[src/rtl/hrip_pkg.sv]
// ----------------------------------------------------------------------------
// HID report item parser package
// Beat types, parse state and item codes shared by the parser modules.
// ----------------------------------------------------------------------------
package hrip_pkg;

  localparam logic [7:0] LONG_HEAD          = 8'hFE;
  localparam logic [3:0] TAG_COLLECTION     = 4'hA;
  localparam logic [3:0] TAG_END_COLLECTION = 4'hC;
  localparam logic [1:0] CLASS_MAIN         = 2'd0;
  localparam logic [2:0] CLASS_LONG         = 3'd4;
  localparam logic [3:0] DEPTH_LIMIT        = 4'd15;

  typedef enum logic [1:0] {
    ST_OK        = 2'd0,
    ST_STRAY_END = 2'd1,
    ST_TRUNCATED = 2'd2,
    ST_SATURATED = 2'd3
  } status_t;

  typedef enum logic [2:0] {
    PH_HEAD       = 3'd0,
    PH_SHORT_DATA = 3'd1,
    PH_LONG_SIZE  = 3'd2,
    PH_LONG_TAG   = 3'd3,
    PH_LONG_DATA  = 3'd4
  } phase_t;

  typedef struct packed {
    logic [7:0] data_byte;
    logic       last_byte;
  } in_item_t;

  typedef struct packed {
    logic [2:0]  item_class;
    logic [7:0]  item_tag;
    logic [7:0]  data_size;
    logic [31:0] data_value;
    logic [3:0]  nesting_depth;
    logic [1:0]  status;
    logic        end_of_descriptor;
  } out_item_t;

  typedef struct packed {
    phase_t      phase;
    logic [7:0]  bytes_remaining;
    logic [31:0] value_acc;
    logic [7:0]  saved_head;
    logic [7:0]  long_tag;
    logic [7:0]  long_size;
    logic [3:0]  depth;
  } parse_state_t;

  // Size code 3 means four data bytes.
  function automatic logic [2:0] short_size(input logic [7:0] head);
    short_size = (head[1:0] == 2'd3) ? 3'd4 : {1'b0, head[1:0]};
  endfunction

endpackage

[src/rtl/hrip_step.sv]
// ----------------------------------------------------------------------------
// HID report item parser step
// Next parse state and optional result for one descriptor byte.
// ----------------------------------------------------------------------------
module hrip_step #(
  parameter logic [3:0] DEPTH_CAP = 4'd15
) (
  input  hrip_pkg::parse_state_t cur_i,
  input  hrip_pkg::in_item_t     item_i,
  output hrip_pkg::parse_state_t nxt_o,
  output logic                   emit_o,
  output hrip_pkg::out_item_t    res_o
);

  logic [7:0]  b;
  logic        last;
  logic        fin_short;
  logic        trunc;
  logic [1:0]  k;
  logic [2:0]  ssz;
  logic [7:0]  h;
  logic [31:0] acc_v;
  logic [7:0]  rem_dec;

  assign b    = item_i.data_byte;
  assign last = item_i.last_byte;

  always_comb begin
    nxt_o     = cur_i;
    emit_o    = 1'b0;
    res_o     = '0;
    fin_short = 1'b0;
    trunc     = 1'b0;
    k         = '0;
    acc_v     = cur_i.value_acc;
    rem_dec   = cur_i.bytes_remaining - 8'd1;
    ssz       = hrip_pkg::short_size(cur_i.saved_head);

    case (cur_i.phase)
      hrip_pkg::PH_SHORT_DATA: begin
        // byte position from the count already taken
        k = ssz[1:0] - cur_i.bytes_remaining[1:0];
        acc_v = cur_i.value_acc | (32'(b) << {k, 3'b000});
        nxt_o.value_acc = acc_v;
        nxt_o.bytes_remaining = rem_dec;
        if (rem_dec == 8'd0) begin
          fin_short = 1'b1;
        end else if (last) begin
          trunc = 1'b1;
        end
      end
      hrip_pkg::PH_LONG_SIZE: begin
        nxt_o.long_size = b;
        nxt_o.phase = hrip_pkg::PH_LONG_TAG;
        if (last) begin
          emit_o = 1'b1;
          res_o.item_class = hrip_pkg::CLASS_LONG;
          res_o.data_size = b;
          res_o.status = hrip_pkg::ST_TRUNCATED;
          res_o.end_of_descriptor = 1'b1;
        end
      end
      hrip_pkg::PH_LONG_TAG: begin
        nxt_o.long_tag = b;
        res_o.item_class = hrip_pkg::CLASS_LONG;
        res_o.item_tag = b;
        res_o.data_size = cur_i.long_size;
        if (cur_i.long_size == 8'd0) begin
          emit_o = 1'b1;
          res_o.status = hrip_pkg::ST_OK;
          res_o.end_of_descriptor = last;
        end else begin
          nxt_o.bytes_remaining = cur_i.long_size;
          nxt_o.phase = hrip_pkg::PH_LONG_DATA;
          if (last) begin
            emit_o = 1'b1;
            res_o.status = hrip_pkg::ST_TRUNCATED;
            res_o.end_of_descriptor = 1'b1;
          end
        end
      end
      hrip_pkg::PH_LONG_DATA: begin
        // drop long item payload bytes
        nxt_o.bytes_remaining = rem_dec;
        res_o.item_class = hrip_pkg::CLASS_LONG;
        res_o.item_tag = cur_i.long_tag;
        res_o.data_size = cur_i.long_size;
        if (rem_dec == 8'd0) begin
          emit_o = 1'b1;
          res_o.status = hrip_pkg::ST_OK;
          res_o.end_of_descriptor = last;
        end else if (last) begin
          emit_o = 1'b1;
          res_o.status = hrip_pkg::ST_TRUNCATED;
          res_o.end_of_descriptor = 1'b1;
        end
      end
      default: begin
        if (b == hrip_pkg::LONG_HEAD) begin
          nxt_o.long_size = 8'd0;
          nxt_o.long_tag = 8'd0;
          nxt_o.phase = hrip_pkg::PH_LONG_SIZE;
          if (last) begin
            emit_o = 1'b1;
            res_o.item_class = hrip_pkg::CLASS_LONG;
            res_o.status = hrip_pkg::ST_TRUNCATED;
            res_o.end_of_descriptor = 1'b1;
          end
        end else begin
          nxt_o.saved_head = b;
          acc_v = '0;
          nxt_o.value_acc = '0;
          nxt_o.bytes_remaining = {5'b0, hrip_pkg::short_size(b)};
          if (hrip_pkg::short_size(b) == 3'd0) begin
            fin_short = 1'b1;
          end else if (last) begin
            trunc = 1'b1;
          end else begin
            nxt_o.phase = hrip_pkg::PH_SHORT_DATA;
          end
        end
      end
    endcase

    h = nxt_o.saved_head;
    if (fin_short || trunc) begin
      emit_o = 1'b1;
      res_o.item_class = {1'b0, h[3:2]};
      res_o.item_tag = {4'b0, h[7:4]};
      res_o.data_size = {5'b0, hrip_pkg::short_size(h)};
      res_o.data_value = acc_v;
      res_o.status = hrip_pkg::ST_OK;
      res_o.end_of_descriptor = last;
      if (trunc) begin
        res_o.status = hrip_pkg::ST_TRUNCATED;
        res_o.end_of_descriptor = 1'b1;
      end else if (h[3:2] == hrip_pkg::CLASS_MAIN) begin
        if (h[7:4] == hrip_pkg::TAG_COLLECTION) begin
          if (cur_i.depth >= DEPTH_CAP) begin
            res_o.status = hrip_pkg::ST_SATURATED;
          end else begin
            nxt_o.depth = cur_i.depth + 4'd1;
          end
        end else if (h[7:4] == hrip_pkg::TAG_END_COLLECTION) begin
          if (cur_i.depth == 4'd0) begin
            res_o.status = hrip_pkg::ST_STRAY_END;
          end else begin
            nxt_o.depth = cur_i.depth - 4'd1;
          end
        end
      end
    end

    res_o.nesting_depth = cur_i.depth;

    if (emit_o) begin
      nxt_o.phase = hrip_pkg::PH_HEAD;
      // last byte: start the next descriptor from scratch
      if (res_o.end_of_descriptor) begin
        nxt_o.bytes_remaining = 8'd0;
        nxt_o.depth = 4'd0;
      end
    end
  end

endmodule

[src/rtl/hid_report_item_parser_unit.sv]
// ----------------------------------------------------------------------------
// HID report item parser unit
// Splits a HID report descriptor byte stream into items with depth and status.
// ----------------------------------------------------------------------------
// Usage:
//   in_valid/in_stall/in_item carry one descriptor byte per beat, with
//   last_byte set on the final byte of a descriptor.
//   out_valid/out_stall/out_item carry one beat per completed item: class,
//   tag, size, little-endian short data, nesting depth and status.
//   A byte that completes an item (or ends the descriptor) gives one result;
//   other bytes give none.
//   A result is registered: the byte lands in the input register when it is
//   accepted, and the parse step loads the result register from it once
//   the result register is empty or being taken.
//   Throughput: one byte per cycle while out_stall is low, set by the parse
//   step that updates the state register between input and result registers.
//   The input register is freed whenever the result register is empty or
//   being taken, so a waiting result does not block the next byte.
//   When out_stall holds, the result holds and at most one more byte is
//   buffered, after which in_stall rises.
//   Reset empties both registers and returns the parser to expect a head
//   byte at depth zero. The last byte of a descriptor returns the parser there too.
// ----------------------------------------------------------------------------
module hid_report_item_parser_unit #(
  parameter int unsigned MAX_DEPTH = 15
) (
  input  logic                clk,
  input  logic                rst_n,
  input  logic                in_valid,
  output logic                in_stall,
  input  hrip_pkg::in_item_t  in_item,
  output logic                out_valid,
  input  logic                out_stall,
  output hrip_pkg::out_item_t out_item
);

  localparam logic [3:0] DEPTH_CAP =
    (MAX_DEPTH < 15) ? 4'(MAX_DEPTH) : hrip_pkg::DEPTH_LIMIT;

  logic                   in_vld_r;
  hrip_pkg::in_item_t     in_item_r;
  logic                   out_vld_r;
  hrip_pkg::out_item_t    out_item_r;
  hrip_pkg::parse_state_t state_r;
  hrip_pkg::parse_state_t state_nxt;
  hrip_pkg::out_item_t    res;
  logic                   emit;
  logic                   advance;

  assign advance   = !out_vld_r || !out_stall;
  assign in_stall  = in_vld_r && !advance;
  assign out_valid = out_vld_r;
  assign out_item  = out_item_r;

  hrip_step #(
    .DEPTH_CAP (DEPTH_CAP)
  ) u_step (
    .cur_i  (state_r),
    .item_i (in_item_r),
    .nxt_o  (state_nxt),
    .emit_o (emit),
    .res_o  (res)
  );

  always_ff @(posedge clk) begin
    if (!rst_n) begin
      in_vld_r  <= 1'b0;
      out_vld_r <= 1'b0;
      state_r   <= '{phase: hrip_pkg::PH_HEAD, default: '0};
    end else begin
      if (!in_stall) begin
        in_vld_r <= in_valid;
      end
      if (advance) begin
        out_vld_r <= in_vld_r && emit;
        if (in_vld_r) begin
          state_r <= state_nxt;
        end
      end
    end
  end

  // payload registers
  always_ff @(posedge clk) begin
    if (in_valid && !in_stall) begin
      in_item_r <= in_item;
    end
    if (advance && in_vld_r && emit) begin
      out_item_r <= res;
    end
  end

endmodule

[config.mk]
export PLATFORM = sky130hd
export DESIGN_NAME = hid_report_item_parser_unit
export DESIGN_NICKNAME = d
export VERILOG_FILES = /design/src/rtl/hrip_pkg.sv /design/src/rtl/hrip_step.sv /design/src/rtl/hid_report_item_parser_unit.sv
export SDC_FILE = /design/constraint.sdc
export NUM_CORES = 1
export LEC_CHECK = 0
export BUFFER_PORTS_ARGS = -buffer_cell sky130_fd_sc_hd__buf_2
export CAP_MARGIN = 20
export CORE_UTILIZATION = 55
export CTS_BUF_LIST = sky130_fd_sc_hd__clkbuf_2
export CTS_CLUSTER_SIZE = 28
export DETAILED_ROUTE_END_ITERATION = 10
export PLACE_DENSITY = 0.75
export SYNTH_ARGS = -nofsm -noshare
export SYNTH_HDL_FRONTEND = slang
export SYNTH_HIERARCHICAL = 1
export SYNTH_SLANG_ARGS = --single-unit
export TNS_END_PERCENT = 1
[constraint.sdc]
create_clock -name clk -period 6.1 [get_ports clk]
set_input_delay 0.305 -clock clk [delete_from_list [all_inputs] [get_ports clk]]
set_output_delay 0.305 -clock clk [all_outputs]
set_load 0.05 [all_outputs]
After elaboration in Yosys (flattened, before gate mapping)

Index checks and enable logic that the tools add are counted.

Register bits after elaboration: 140
Input bits: 13
Output and inout port bits: 60
Logic and storage cells: 137

Add/subtract/negate cells: 4
$lt $le $gt $ge: 1
Equal/unequal tests: 15
Shift operators: 1
Multiplexer cells: 62
Bitwise logic cells: 4
Reduce and logical (&&, ||, !) cells: 29

Operator list:

| cell                                                                | number |
|---|---|
| 32-bit one-hot mux with 2 select lines                              | 2 |
| 8-bit one-hot mux with 2 select lines                               | 4 |
| 50-bit 2-to-1 mux                                                   | 1 |
| 48-bit 2-to-1 mux                                                   | 1 |
| 3-bit 2-to-1 mux                                                    | 12 |
| 4-bit 2-to-1 mux                                                    | 9 |
| 32-bit 2-to-1 mux                                                   | 1 |
| 32-bit bitwise OR                                                   | 1 |
| 8-bit by 5-bit left shift with 32-bit output                        | 1 |
| 8-bit 2-to-1 mux                                                    | 3 |
| 8-bit one-hot mux with 3 select lines                               | 1 |
| 11-bit 2-to-1 mux                                                   | 2 |
| 3-bit one-hot mux with 3 select lines                               | 2 |
| 8-bit logical NOT                                                   | 2 |
| 16-bit 2-to-1 mux                                                   | 1 |
| 1-bit 2-to-1 mux                                                    | 13 |
| 2-bit 2-to-1 mux                                                    | 6 |
| 3-bit one-hot mux with 4 select lines                               | 1 |
| 4-bit AND reduction                                                 | 3 |
| 3-bit OR reduction                                                  | 3 |
| 4-bit == test (second input constant)                               | 2 |
| 8-bit == test (second input constant)                               | 1 |
| 8-bit by 1-bit subtractor with 8-bit output (second input constant) | 1 |
| 2-bit == test (second input constant)                               | 3 |
| 26 further kinds                                                    | 40 |

Logic depth before layout (Yosys ltp)

Depth after elaboration: 12
Gate-level depth with buffers: 12
Gate-level depth less buffers: 10

Modules after synthesis

Netlist, hierarchy kept.

By module, submodules not included:

| module                      | instances | cells each | area each (sq um) | sequential area each (sq um) |
|---|---|---|---|---|
| hid_report_item_parser_unit | 1         | 385        | 5,011.1           | 3,473.3 |
| hrip_step                   | 1         | 421        | 2,623.8           | 0.0 |

Least setup slack after synthesis

OpenSTA, ideal clock, no wires.

Path kind: flip-flop to flip-flop
From: register state_r[69] (netlist name)
To: register out_item_r, in the netlist out_item[0], enable pin
Library setup time: 493 ps
Data arrival time: 4,475 ps
Required time: 5,607 ps
Slack: 1,132 ps
Cell stages (with the launch flop): 9
Buffers on the path: 3
Clock period less this slack: 4,968 ps
Cells stage by stage: dfxtp_1 clkbuf_1 nor2b_1 and2_1 clkbuf_1 clkbuf_1 a31o_2 nand2_1 a21oi_1

Word-level cells in the longest chain between the ends: 6
Elaborated cells on any way between the ends: 11
Classes of those cells: eq/ne: 4; mux: 4; reduce/logical: 3

RTL lines:

| item                                                                             | RTL line                          | text |
|---|---|---|
| from (decl)                                                                      | hid_report_item_parser_unit.sv:44 | `hrip_pkg::parse_state_t state_r;` |
| from (signal assigned)                                                           | hid_report_item_parser_unit.sv:77 | `state_r <= state_nxt;` |
| 3-bit by 2-bit == test with 1-bit output / 3-bit == test (equally long branches) | hrip_step.sv:39                   | `case (cur_i.phase)` |
| 3-bit OR reduction (no source line)                                              | --                                |  |
| 1-bit one-hot mux with 2 select lines                                            | hrip_step.sv:39                   |  |
| 1-bit logical OR                                                                 | hrip_step.sv:126                  | `if (fin_short \|\| trunc) begin` |
| 1-bit 2-to-1 mux *                                                               | hrip_step.sv:126                  |  |
| net emit                                                                         | hid_report_item_parser_unit.sv:47 | `logic emit;` |
| 1-bit logical AND *                                                              | hid_report_item_parser_unit.sv:88 | `if (advance && in_vld_r && emit) begin` |
| to (signal assigned)                                                             | hid_report_item_parser_unit.sv:89 | `out_item_r <= res;` |
| to (decl)                                                                        | hid_report_item_parser_unit.sv:43 | `hrip_pkg::out_item_t out_item_r;` |

Mark *: on every way through the listed nets, which the timed path passes. The rest lies on a longest branch.
A chain may end at the register's enable or synchronous reset.

Final worst setup path

From: register state_r[69] (netlist name)
To: register out_item_r, in the netlist out_item[55], enable pin

Same word-level chain as after synthesis.

==> metrics.txt <==
# TYPE chip_impl_metric gauge
chip_impl_metric{name="dr_total_vias",unit=""} 6331
chip_impl_metric{name="drt-total-wl",unit="um"} 18700
chip_impl_metric{name="crit_required",unit="ps"} 6520
chip_impl_metric{name="clkLatencyLatePin",unit="ps"} 760
chip_impl_metric{name="power_density",unit="mW/mm2"} 227
chip_impl_info{name="yosysTopAreaCell",value="edfxtp_1"} 1
chip_impl_info{name="status",value="finished clean"} 1
chip_impl_metric{name="timing_max_transition_violations_final",unit=""} 0
chip_impl_metric{name="hpwlAfterDp",unit="um"} 12000
chip_impl_metric{name="floorplan.rows",unit=""} 42
chip_impl_metric{name="die_w",unit="um"} 120
chip_impl_metric{name="tritoncts_num_sinks",unit=""} 140
chip_impl_info{name="whs_endpoint",value="state_r[15]"} 1
chip_impl_metric{name="dp_slack",unit="ps"} 1720
chip_impl_metric{name="worst_ir_drop_vdd",unit="uV"} 174
chip_impl_metric{name="max_freq",unit="GHz"} 0.218
chip_impl_info{name="timing_worst_setup_path_type",value="flop to flop"} 1
chip_impl_metric{name="buffer_ports.inserted",unit=""} 72
chip_impl_metric{name="synth_area_per_cell",unit="um2"} 9.47
chip_impl_metric{name="io-pin-count",unit=""} 73
chip_impl_metric{name="initial_util",unit="%"} 57.0
chip_impl_metric{name="share_of_synthesized_flip_flops_with_an_asynchronous_set_or_reset",unit="%"} 0
chip_impl_metric{name="yosys.area.top_type_share",unit="%"} 26.4
chip_impl_metric{name="cts-buffers-inserted",unit=""} 17
chip_impl_metric{name="first_global_vias",unit=""} 5968
chip_impl_metric{name="finalHoldWorstSlack",unit="ps"} 77.7
chip_impl_metric{name="maximum_number_of_pins_on_one_net_before_global_route_repair",unit=""} 77
chip_impl_metric{name="period_minus_slack",unit="ps"} 4590
chip_impl_info{name="hold_path.class",value="input port to flop"} 1
chip_impl_metric{name="synth_cell_type_count",unit=""} 64
chip_impl_metric{name="timing.final.hold_violations",unit=""} 0
chip_impl_metric{name="gp_routability_congestion",unit=""} 0.930
chip_impl_metric{name="synth.ff_latch_count",unit=""} 140
chip_impl_metric{name="dr.pass1.iters",unit=""} 6
chip_impl_info{name="worst_r2r_end",value="out_item[55]"} 1
chip_impl_metric{name="worst_clock_skew",unit="ps"} 40.9
chip_impl_metric{name="clockBufferDepth",unit=""} 2
chip_impl_metric{name="reg2regPathDepth",unit=""} 6
chip_impl_metric{name="via_per_inst",unit=""} 6.11
chip_impl_metric{name="global_route.overflow_total",unit=""} 0
chip_impl_info{name="clock-root-buffer",value="clkbuf_2"} 1
chip_impl_metric{name="dieHeight",unit="um"} 120
chip_impl_info{name="synth-main-ff-cell",value="dfxtp_1"} 1
chip_impl_metric{name="final.setup.tns",unit="ps"} 0
chip_impl_info{name="rsz0062_at_grt",value="false"} 1
chip_impl_info{name="worstSetupEndpointType",value="flop"} 1
chip_impl_metric{name="final_cycle_utilization_of_the_critical_path",unit="%"} 75.2
chip_impl_metric{name="routed_wire_length_per_instance",unit="um"} 18.0
chip_impl_info{name="synth.area.top_cells",value="edfxtp_1 (26%), dfxtp_1 (19%), nand2_1 (9.7%)"} 1
chip_impl_info{name="timing.hold.worst.start",value="rst_n"} 1
chip_impl_metric{name="filler_cell_count",unit=""} 1146
chip_impl_metric{name="core-area",unit="mm2"} 0.0134
chip_impl_metric{name="post_synth_inst_count",unit=""} 806
chip_impl_metric{name="worst_ep_arrival_time",unit="ps"} 5010
chip_impl_metric{name="final-setup-viol-count",unit=""} 0
chip_impl_info{name="cts_tree",value="built"} 1
chip_impl_metric{name="global_route.usage.total",unit="%"} 27.3
chip_impl_metric{name="final_util",unit="%"} 61.8
chip_impl_metric{name="layout-drive-gt1-share",unit="%"} 15.6
chip_impl_metric{name="synth_fp_nets",unit=""} 824
chip_impl_metric{name="top_fanout_value_on_the_critical_path",unit=""} 37
chip_impl_metric{name="path_clk_slew",unit="ps"} 240
chip_impl_metric{name="cts_resized",unit=""} 0
chip_impl_metric{name="drcViolationCount",unit=""} 0
chip_impl_metric{name="synth_enable_flop_cells",unit=""} 67
chip_impl_metric{name="layout_nets",unit=""} 864
chip_impl_metric{name="post_synth_instance_area",unit="mm2"} 0.00763
chip_impl_info{name="startpoint_type",value="flop"} 1
chip_impl_info{name="source_of_the_worst_register_to_register_timing_path",value="state_r[69]"} 1
chip_impl_metric{name="hold_depth",unit=""} 3
chip_impl_metric{name="synth_warnings",unit=""} 6
chip_impl_metric{name="slew_headroom",unit="%"} 27.2
chip_impl_metric{name="final.setup.worst_slack",unit="ps"} 1510
chip_impl_metric{name="area_delta_synth_final",unit="%"} 8.39
chip_impl_metric{name="die_area",unit="mm2"} 0.0144
chip_impl_metric{name="ff2ff_setup_slack",unit="ps"} 1510
chip_impl_metric{name="cts_max_level",unit=""} 4
chip_impl_metric{name="antenna_found_initial",unit=""} 1
chip_impl_metric{name="synth_seq_area_share",unit="%"} 45.5
chip_impl_metric{name="ant_nets",unit=""} 0
chip_impl_metric{name="static-leakage-power",unit="nW"} 2.87
chip_impl_metric{name="drt_iter0_markers",unit=""} 756
chip_impl_metric{name="power",unit="mW"} 1.88
chip_impl_metric{name="max_slew.worst_pin.slew",unit="ps"} 1080
chip_impl_metric{name="grt_pass1_wl",unit="um"} 30200
chip_impl_metric{name="timing.max_cap.violations",unit=""} 0
==> repair_timing <==
action | CTS | global route
hold endpoints to repair | 11 | 0
buffers inserted | 0 | 0
hold buffers | 11 | 0
endpoints found under the setup margin | 0 | 0
==> cell type report <==
cell class | instances | area [um2] | area share (%)
Timing Repair Buffer | 90 | 526 | 6.35
Antenna cell | 1 | 2.50 | 0.0302
Clock inverter | 14 | 208 | 2.51
Inverter | 10 | 37.5 | 0.454
Sequential cell | 140 | 3470 | 42.0
Multi-Input combinational cell | 587 | 3720 | 44.9
Tap cell | 176 | 220 | 2.66
Clock buffer | 18 | 90.1 | 1.09
==> Yosys cell counts (all sizes together), types with 3 or more instances <==
cell type / n
o22ai: 6
a222oi: 4
dfxtp: 73
a21oi: 16
a21boi: 33
nor3: 10
a22o: 36
a22oi: 28
mux2: 12
nor2: 31
clkbuf: 39
mux2i: 73
xnor2: 3
a31oi: 4
o21ai: 41
nand4b: 3
edfxtp: 67
nor4: 4
and2: 5
a221o: 4
buf: 30
nor2b: 9
a221oi: 3
nand2: 198
or3: 3
nand4: 3
xor2: 3
inv: 10
ha: 5
nand2b: 6
nand3: 12
or2: 3
==> power breakdown <==
group | switching [mW] | internal, mW | total [mW]
clock | 0.370 | 0.281 | 0.651
sequential | 0.0275 | 1.01 | 1.03
combinational | 0.142 | 0.0545 | 0.197
total | 0.540 | 1.34 | 1.88
==> state kept, by name, indices dropped and copies added, names as in the netlist <==
name       count
state_r       71
in_item_r      9
out_valid      1
in_vld_r       1
out_item      58
==> cells by family (layout without fill, tap and decap cells) <==
logic type      count (synthesis)  in the layout  synth area share (%)
compound gates                198            198                  19.0
xor+xnor                        6              6                 0.688
fa+ha+maj                       6              6                 0.951
buf+inv                        79            132                  6.13
flops                         140            140                  45.5
mux                            85             85                  11.3
other cells                     0              1                     0
simple gates                  292            292                  16.4
==> cell usage in the layout (no fill, tap or decap), drive strengths merged, types with 11 or more instances in the layout <==
| master | synthesis | final |
|---|---|---|
| dlygate4sd3 | 0 | 11 |
| buf | 30 | 78 |
| o21ai | 41 | 41 |
| a22o | 36 | 36 |
| inv | 10 | 15 |
| dfxtp | 73 | 73 |
| a22oi | 28 | 28 |
| mux2i | 73 | 73 |
| a21boi | 33 | 33 |
| nor2 | 31 | 31 |
| edfxtp | 67 | 67 |
| clkbuf | 39 | 19 |
| nand3 | 12 | 12 |
| nand2 | 198 | 198 |
| mux2 | 12 | 12 |
| a21oi | 16 | 16 |
==> per-stage QoR <==
step,cell area [um2],instances
detailed placement,7850,990
CTS,8260,1033
global route,8280,1036
floorplan,7630,806
finish,8280,1036
global placement,7850,990
==> worst max path at each step <==
stage / from / endpoint / cells past startpoint
floorplan: state_r[69] / out_item[0] / 8
global placement: state_r[69] / out_item[56] / 6
detailed placement: state_r[69] / out_item[56] / 6
CTS: state_r[69] / out_item[34] / 6
global route: state_r[69] / out_item[7] / 6
finish: state_r[69] / out_item[55] / 6
==> per-layer routing <==
metal	GRT usage [%]	vias up	wire, um
li1	-	3000	-
met1	35.7	3050	8060
met2	43.3	257	8790
met3	5.85	24	1410
met4	12.2	0	418
met5	0	-	0
==> worst max-delay path: stages (launching register included) <==
cell and delay (ps):
dfxtp_1 1020, nor2b_1 770, and2_1 870, a31o_2 290, nand2_1 100, a21oi_4 640, buf_4 540
Note: power is estimated with default switching activity, not from simulation.
